==> src/hw/rtl/sbfp_pkg.sv <==
// Shared types, codes and constants of the SPI bus block.
// It has no dependencies. The front, back and top level files import it.
package sbfp_pkg;

  localparam int unsigned FlashBytesDef = 262144;
  localparam int unsigned LenW          = 19;

  localparam logic [LenW-1:0] LENGTH_RESET = 19'h40000;

  typedef enum logic [1:0] {
    KIND_CTRL  = 2'd0,
    KIND_WDATA = 2'd1,
    KIND_RDATA = 2'd2,
    KIND_LOAD  = 2'd3
  } kind_e;

  typedef enum logic {
    ST_RUN = 1'b0,
    ST_MEM = 1'b1
  } back_state_e;

  typedef struct packed {
    kind_e       kind;
    logic [15:0] value;
    logic [17:0] load_address;
  } item_t;

  typedef struct packed {
    logic  valid;
    item_t item;
  } front_out_t;

  typedef struct packed {
    logic [7:0] read_data;
    logic       irq_request;
  } result_t;

  localparam logic [15:0] CTRL_MASK = 16'hCF03;
  localparam logic [15:0] CTRL_KEEP = 16'h0080;

  localparam int unsigned CtrlEnable = 15;
  localparam int unsigned CtrlIrqEn  = 14;
  localparam int unsigned CtrlHold   = 11;

  localparam logic [1:0] DEV_POWER = 2'd0;
  localparam logic [1:0] DEV_FLASH = 2'd1;

  localparam logic [7:0] CMD_READ = 8'h03;
  localparam logic [7:0] CMD_WRDI = 8'h04;
  localparam logic [7:0] CMD_RDSR = 8'h05;
  localparam logic [7:0] CMD_WREN = 8'h06;
  localparam logic [7:0] CMD_RDID = 8'h9F;

  localparam logic [7:0] ID_BYTE0 = 8'h20;
  localparam logic [7:0] ID_BYTE1 = 8'h40;
  localparam logic [7:0] ID_BYTE2 = 8'h12;

  localparam logic [7:0] STATUS_WEL = 8'h02;

  localparam logic [2:0] POS_ADDR0 = 3'd1;
  localparam logic [2:0] POS_ADDR1 = 3'd2;
  localparam logic [2:0] POS_ADDR2 = 3'd3;
  localparam logic [2:0] POS_DATA  = 3'd4;

  localparam logic [7:0] POWER_REG4_RESET = 8'h40;

  function automatic logic [7:0] power_mask(input logic [2:0] sel);
    logic [7:0] m;
    case (sel)
      3'd0:    m = 8'h7F;
      3'd1:    m = 8'h01;
      3'd2:    m = 8'h01;
      3'd3:    m = 8'h03;
      3'd4:    m = 8'h0F;
      default: m = 8'h00;
    endcase
    return m;
  endfunction

endpackage

==> src/hw/rtl/sbfp_front.sv <==
// Front end: two-word input queue that takes words from the push side.
// Depends on sbfp_pkg for the word and front output types.
module sbfp_front import sbfp_pkg::*; (
  input  logic       clk_i,
  input  logic       rst_ni,
  input  logic       push,
  output logic       full,
  input  item_t      item_i,
  output front_out_t front_o,
  input  logic       take_i
);

  item_t      slot_q [2];
  logic       wptr_q, wptr_d;
  logic       rptr_q, rptr_d;
  logic [1:0] count_q, count_d;
  logic       do_push, do_take;

  assign full    = (count_q == 2'd2);
  assign do_push = push && !full;
  assign do_take = take_i && (count_q != 2'd0);

  assign front_o.valid = (count_q != 2'd0);
  assign front_o.item  = slot_q[rptr_q];

  always_comb begin
    wptr_d  = wptr_q ^ do_push;
    rptr_d  = rptr_q ^ do_take;
    count_d = count_q + {1'b0, do_push} - {1'b0, do_take};
  end

  always_ff @(posedge clk_i) begin
    if (do_push) begin
      slot_q[wptr_q] <= item_i;
    end
  end

  always_ff @(posedge clk_i or negedge rst_ni) begin
    if (!rst_ni) begin
      wptr_q  <= 1'b0;
      rptr_q  <= 1'b0;
      count_q <= 2'd0;
    end else begin
      wptr_q  <= wptr_d;
      rptr_q  <= rptr_d;
      count_q <= count_d;
    end
  end

endmodule

==> config.mk <==
export PLATFORM = sky130hd
export DESIGN_NAME = sbfp_front
export DESIGN_NICKNAME = d
export VERILOG_FILES = /design/src/hw/rtl/sbfp_pkg.sv /design/src/hw/rtl/sbfp_front.sv
export SDC_FILE = /design/constraint.sdc
export NUM_CORES = 1
export LEC_CHECK = 0
export ABC_AREA = 1
export BUFFER_PORTS_ARGS = -buffer_cell sky130_fd_sc_hd__buf_2
export CELL_PAD_IN_SITES_DETAIL_PLACEMENT = 1
export CELL_PAD_IN_SITES_GLOBAL_PLACEMENT = 1
export CORE_MARGIN = 4
export CORE_UTILIZATION = 44
export CTS_CLUSTER_DIAMETER = 80
export DETAILED_ROUTE_END_ITERATION = 8
export GPL_ROUTABILITY_DRIVEN = 1
export HOLD_SLACK_MARGIN = 0.15
export MAX_ROUTING_LAYER = met4
export PLACE_DENSITY = 0.83
export SLEW_MARGIN = 20
export SYNTH_ARGS = -nofsm -noshare
export SYNTH_HDL_FRONTEND = slang
export SYNTH_SLANG_ARGS = --single-unit
==> constraint.sdc <==
create_clock -name clk_i -period 5.56 [get_ports clk_i]
set_input_delay 0.556 -clock clk_i [delete_from_list [all_inputs] [get_ports clk_i]]
set_output_delay 0.556 -clock clk_i [all_outputs]
set_load 0.01 [all_outputs]
# == Yosys cells after proc, flatten, opt, wreduce, memory -nomap -nowiden ==
# Memories as Yosys holds them, arrays and structs flattened.
# Cells that the tools add are included.
# totals
in_bits,40
output_inout_bits,38
n_memories,1
elab_cells,15
ff_bits,4
ramBits,72
# op_classes
bitwise_logic,2
n_eq_ne,1
reduce_logical,4
add_sub_neg,2
muxes,2
# mem_list
memory,words,word_bits,read_ports,rd_clocked_by_memory_dff,wr,line,rtl
slot_q,2,36,1,0,1,sbfp_front.sv:13,item_t slot_q [2];
# op_table
op,n
$add A2 B1 Y2,1
$eq A2 B2 Y1 const B,1
$logic_and A1 B1 Y1,2
$mux W1,2
$reduce_bool A2 Y1,1
$sub A2 B1 Y2,1
$xor A1 B1 Y1,2
$logic_not A1 Y1,1

# == Logic depth before layout (Yosys ltp) ==
# Gate-level depths: netlist of run 1.
# logic_depth
word_depth,5
mapped_depth,10

# == Worst setup path after synthesis of run 1 ==
# Ideal clock, no wire load.
# synth_path
path_type,input-to-reg
startpoint,input push
endpoint,"memory slot_q[1][0] (netlist bit), enable pin"
t_required_ps,5163
setup_time_ps,397
setup_slack_ps,3509
cell_stages,3
arrival_ps,1654
n_path_buf,0
cell_sequence,o21ai_0 inv_1 ha_1
# synth_between
elab_chain_cells,3
# synth_rtl
element,line,rtl
"start, declared",sbfp_front.sv:6,"input logic push,"
$logic_and A1 B1 Y1,sbfp_front.sv:20,assign do_push = push && !full;
$mux W1,sbfp_front.sv:33,if (do_push) begin
$mux W1 (implied by the code),sbfp_front.sv:34,slot_q[wptr_q] <= item_i;
"end, declared",sbfp_front.sv:13,
# No other way between the ends.

==> results.py, run 1 <==
metrics = {
    "timing": {
        "clock_skew_ns": 0.00514,
        "slew_headroom_pct": 39.4,
        "setup-tns-final_ns": 0,
        "timing_hold_violations_final": 0,
        "grt_setup_unrepaired": "false",
        "finalMaxSlewViolations": 0,
        "fin_crit_sh_pct": 38.2,
        "period_minus_slack_ns": 2.12,
        "fmaxAchievable_mhz": 471,
        "tightest_slew_ns": 0.909,
        "setup-violations-final": 0,
    },
    "critical_path": {
        "crit_top_cell": "nand2_1",
        "cp_data_arrival_time_ns": 1.57,
        "required_ns": 5.00,
        "r2r_cells": 4,
        "end_kind": "output pin",
        "path_cells": "inv_2 -> nand2_1 -> nand2_1 -> buf_2",
        "worstPathMaxFanout": 37,
        "crit_type": "reg2out",
        "r2r_slack_ns": 3.66,
        "r2r-end": "slot_q[1][26]",
        "r2r-start": "count_q[1]",
        "cp_slowest_cell": "inv_2",
        "slowest_delay_ns": 0.46,
        "start_kind": "register",
    },
    "floorplan": {
        "fp.dieH_um": 88.8,
        "core_area_sq_um": 6350,
        "die_area_sq_um": 7890,
        "io_pins": 78,
        "rows": 29,
        "start_util_pct": 45.3,
        "die_w_um": 88.8,
    },
    "route": {
        "drt_iter0_drc": 82,
        "routed_wl_mm": 5.91,
        "ant_nets": 0,
        "wl_per_cell_um": 15.4,
        "via_count": 1790,
        "drc": 0,
        "viasPerCell": 4.67,
        "drt_first_pass_iters": 4,
    },
    "cts": {
        "cts_max_level": 3,
        "cts_buffer_depth": 2,
        "cts_buffers": 9,
        "cts_root_buf": "clkbuf_8",
        "cts_resized": 0,
        "post-cts-setup-buffers": 0,
        "cts_hold_buf": 1,
        "clk_transition_reported_paths_ns": 0.08,
        "cts_sinks": 76,
        "clk_latency_ns": 0.32,
        "cts_tree": "yes",
    },
    "placement": {
        "gp_congestion": 0.645,
        "dpl.cell_count": 366,
        "io_buffers": 77,
        "dp_hpwl_mm": 4.04,
    },
    "final_layout": {
        "multi_input_area_sq_um": 513,
        "nets": 345,
        "drive_gt1_share_pct": 30.7,
        "fin_cells": 383,
        "fillers": 687,
        "n_antenna_cell": 0,
        "area_growth_pct": 22.4,
        "seq_area_sq_um": 2260,
    },
    "hold_path": {
        "hp-class": "in2reg",
        "worstHoldStart": "item_i[4]",
        "min_path_cells": 1,
        "hold_path_end": "slot_q[0][4]",
    },
    "synth": {
        "ys_seq_area_share_pct": 78.7,
        "yosysTopAreaCell": "edfxtp_1",
        "synth_nets": 262,
        "synthTopCellsByArea": "edfxtp_1 75%, nand2_1 15%, dfrtp_1 3.5%",
        "syn_inst": 218,
        "ys.warnings.count": 0,
        "yosys.area.top_type_share_pct": 75.2,
        "ys_types": 11,
        "avgSynthCellArea_sq_um": 13.2,
        "ys_seq_elements": 76,
        "synth_area_sq_um": 2880,
    },
    "global_route": {
        "grt_usage_pct": 16.2,
        "antenna_found_initial": 0,
        "first_global_vias": 1928,
        "grt_max_degree": 38,
        "grt_overflow": 0,
        "grt_pass1_wl_mm": 8.99,
    },
    "power": {
        "ir_drop_v": 0.000238,
        "leakagePower_nw": 1.57,
        "pwr_density_cell_nw_per_um2": 528,
    },
    "outcome": {
        "status": "complete, no violations",
    },
    "flow_run": {
        "max_cap_violations": 0,
    },
}
-- cell type report --
class	count	area share, %
multi-input cells	125	14.6
inverters	10	1.07
repair buffers	79	11.4
clock inverters	5	2.17
flip-flops and latches	76	64.3
clock buffers	11	3.73
well taps	77	2.74
-- worst max-delay path, delay by kind of cell, from the launching register on --
| kind | cells | cell delay, ns |
|---|---|---|
| flops | 1 | 0.39 |
| buf+inv | 2 | 0.59 |
| simple gates | 2 | 0.26 |
-- report_power, final --
part | internal [mW] | switching, mW | total [mW]
Sequential | 0.787 | 0.0371 | 0.824
Clock | 0.251 | 0.186 | 0.437
Combinational | 0.196 | 0.403 | 0.599
Total | 1.23 | 0.626 | 1.86
-- registers in the layout (all words and copies together) (netlist names) --
signal and flops:
rptr_q 1, count_q 2, wptr_q 1, slot_q 72
-- stage by stage --
| step | setup slack [ns] | cell area, sq um | hold WS, ns | utilization [%] | power, mW |
|---|---|---|---|---|---|
| final | 3.44 | 3520 | 0.415 | 55.4 | 1.86 |
| after global routing | 3.28 | 3520 | 0.393 | 55.4 | 1.99 |
| after CTS | 3.37 | 3520 | 0.395 | 55.4 | 1.89 |
| after detailed placement | 3.49 | 3300 | 0.371 | 52.0 | 1.45 |
| after global placement | 3.56 | 3300 | 0.366 | 52.0 | 1.41 |
| after floorplan | 3.51 | 2880 | 0.260 | - | 1.22 |
-- metal layers --
layer | track usage, % | part of all wire [%]
met5 | - | 0
met4 | 7.01 | 1.2
met3 | 2.61 | 4.4
met2 | 28.2 | 55
met1 | 18.4 | 39
-- cell families (layout without fill, tap and decap cells) --
group,count (synthesis),after routing,share of synthesized area (%)
compound gates,1,1,0.174
fa+ha+maj,4,4,1.74
buf+inv,17,105,3.65
flops,76,76,78.7
simple gates,120,120,15.8
-- cell usage after synthesis --
library cell and n:
nor2_1 1, inv_2 1, nand2_1 117, o21ai_0 1, nand3_1 2, ha_1 4, dfrtp_1 4, buf_4 3
buf_6 4, inv_1 9, edfxtp_1 72
-- how the worst max path moves through the flow --
| stage | start | endpoint | slack, ns | cells past startpoint |
|---|---|---|---|---|
| after floorplan | push | slot_q[1][0] | 3.51 | 3 |
| after global placement | push | slot_q[1][22] | 3.56 | 4 |
| after detailed placement | push | slot_q[1][16] | 3.49 | 4 |
| after CTS | rptr_q | front_o[1] | 3.37 | 4 |
| after global routing | rptr_q | front_o[1] | 3.28 | 4 |
| final | rptr_q | front_o[1] | 3.44 | 4 |
-- cells in the final DEF, fill, tap and decap left out --
master         count
buf_2             77
buf_4              1
bufinv_16          2
clkbuf_1           2
clkbuf_8           9
clkinv_1           1
clkinv_2           1
clkinvlp_4         1
dfrtp_1            4
dlygate4sd3_1      1
edfxtp_1          72
ha_1               2
ha_2               2
inv_1              9
inv_2              1
nand2_1          117
nand3_1            2
nor2_1             1
o21ai_0            1
No activity file was read; power rests on OpenSTA's default activity.
==> run 2, diff against run 1 <==
- CORE_UTILIZATION: 44 -> 37
- PLACE_DENSITY: 0.83 -> 0.74
- clock period: 5.56 -> 1.7 ns (I/O delays scaled with it)
==> results.py, run 2 (synthesis results as in run 1) <==
metrics = {
    "global_route": {
        "first_global_vias": 2168,
        "grt_overflow": 0,
        "grt_max_degree": 38,
        "grt_pass1_wl_mm": 10.1,
        "antenna_found_initial": 0,
        "grt_usage_pct": 15.3,
    },
    "final_layout": {
        "layout_common_cells": "117 x nand2_1, 77 x buf_2, 72 x edfxtp_1",
        "top_register": "slot_q",
        "n_antenna_cell": 0,
        "fillers": 779,
        "nets": 387,
        "area_growth_pct": 38.3,
        "drive_gt1_share_pct": 28.2,
        "largest_register_ffs": 72,
        "fin_util_pct": 53.7,
        "final_common_cell": "nand2_1",
        "fin_cells": 447,
        "reg_top3": "slot_q x72, count_q x2",
    },
    "route": {
        "via_count": 2015,
        "drt_iter0_drc": 39,
        "wl_per_cell_um": 14.4,
        "drc": 0,
        "routed_wl_mm": 6.43,
        "viasPerCell": 4.51,
        "drt_first_pass_iters": 4,
        "ant_nets": 0,
    },
    "critical_path": {
        "r2r_slack_ns": 0.23,
        "crit_type": "reg2out",
        "startpoint": "rptr_q",
        "cp_data_arrival_time_ns": 1.39,
        "worstPathMaxFanout": 27,
        "required_ns": 1.53,
        "start_kind": "register",
        "end_kind": "output pin",
        "r2r-start": "count_q[1]",
    },
    "cts": {
        "clk_latency_ns": 0.33,
        "clk_transition_reported_paths_ns": 0.08,
        "cts_root_buf": "clkbuf_8",
        "cts_tree": "yes",
        "cts_max_level": 3,
        "cts_buffer_depth": 2,
        "cts_buffers": 9,
        "cts_sinks": 76,
    },
    "floorplan": {
        "start_util_pct": 38.8,
        "rows": 31,
        "io_pins": 78,
        "die_area_sq_um": 9250,
        "die_w_um": 96.2,
        "fp.dieH_um": 96.2,
        "core_area_sq_um": 7410,
    },
    "timing": {
        "clock_skew_ns": 0.00745,
        "slew_headroom_pct": 82.9,
        "setup-violations-final": 0,
        "period_minus_slack_ns": 1.56,
        "setup-tns-final_ns": 0,
        "finalMaxSlewViolations": 0,
        "grt_setup_unrepaired": "false",
        "timing_hold_violations_final": 0,
        "tightest_slew_ns": 0.254,
        "fmaxAchievable_mhz": 642,
        "fin_crit_sh_pct": 91.6,
    },
    "placement": {
        "io_buffers": 77,
        "dp_hpwl_mm": 4.27,
        "gp_congestion": 0.746,
        "dpl.cell_count": 393,
    },
    "power": {
        "sw_frac_of_total_pct": 34.4,
        "p_seq_share_pct": 43.4,
        "p_total_mw": 6.19,
        "p_switching_mw": 2.13,
        "leakagePower_nw": 1.75,
        "ir_drop_v": 0.000731,
        "pwr_density_cell_nw_per_um2": 1560,
        "p_clk_share_pct": 20.8,
        "comb_power_share_pct": 35.8,
        "internal_power_mw": 4.06,
    },
    "flow_run": {
        "max_cap_violations": 0,
    },
    "outcome": {
        "status": "complete, no violations",
    },
    "hold_path": {
        "hp-class": "in2async",
    },
}
[run 2: power by group through the flow]
stage               registers (mW)  logic (mW)  clock network (mW)
floorplan                     2.70        1.30                   0
global placement              2.70        2.11                   0
detailed placement            2.73        2.18                   0
CTS                           2.68        2.26                1.34
global route                  2.73        2.52                1.40
finish                        2.69        2.22                1.29
[run 2: final timing paths]
| check | cells past startpoint | to |
|---|---|---|
| hold reg to reg | 1 | count_q[0] |
| hold / removal | 2 | count_q[0] |
| max in group asynchronous | 2 | wptr_q |
| setup reg to reg | 5 | slot_q[0][2] |
| setup / recovery | 5 | front_o[4] |
| min in group clk_i | 5 | wptr_q |
[run 2: final cells by class]
cell class	count	area (sq um)	area share, %
timing repair buffer	121	856	21.5
tap	99	124	3.11
clock buffer	11	131	3.30
multi-input combinational	125	513	12.9
inverter	10	40.0	1.01
clock inverter	5	51.3	1.29
sequential	76	2260	56.9
[run 2: repair_timing]
item                                    CTS  global route
gates resized for setup                   0             4
setup buffers                             0             0
hold buffers                             38             0
endpoints found under the hold margin    77             0
endpoints found under the setup margin    0            20
[run 2: stage by stage]
step	worst slack (ns)	hold slack, ns	instance area, sq um
2_1_floorplan	-0.247	-0.126	2880
3_3_place_gp	0.287	-0.0128	3400
3_5_place_dp	0.217	-0.0167	3400
4_1_cts	0.0551	0.165	3970
5_1_grt	0.0104	0.157	3980
6_report	0.142	0.173	3980
[run 2: worst max-delay path, cell delays in order (launching register included)]
cell	delay, ns
dfrtp_1	0.43
inv_4	0.15
buf_12	0.19
nand2_1	0.07
nand2_1	0.08
buf_2	0.13
[run 2: routing by layer]
| metal | part of all wire (%) | global-route usage (%) | vias up |
|---|---|---|---|
| li1 | - | - | 971 |
| met1 | 41 | 17.5 | 976 |
| met2 | 54 | 26.4 | 60 |
| met3 | 4.5 | 2.89 | 8 |
| met4 | 1.2 | 5.92 | 0 |
| met5 | 0 | - | - |
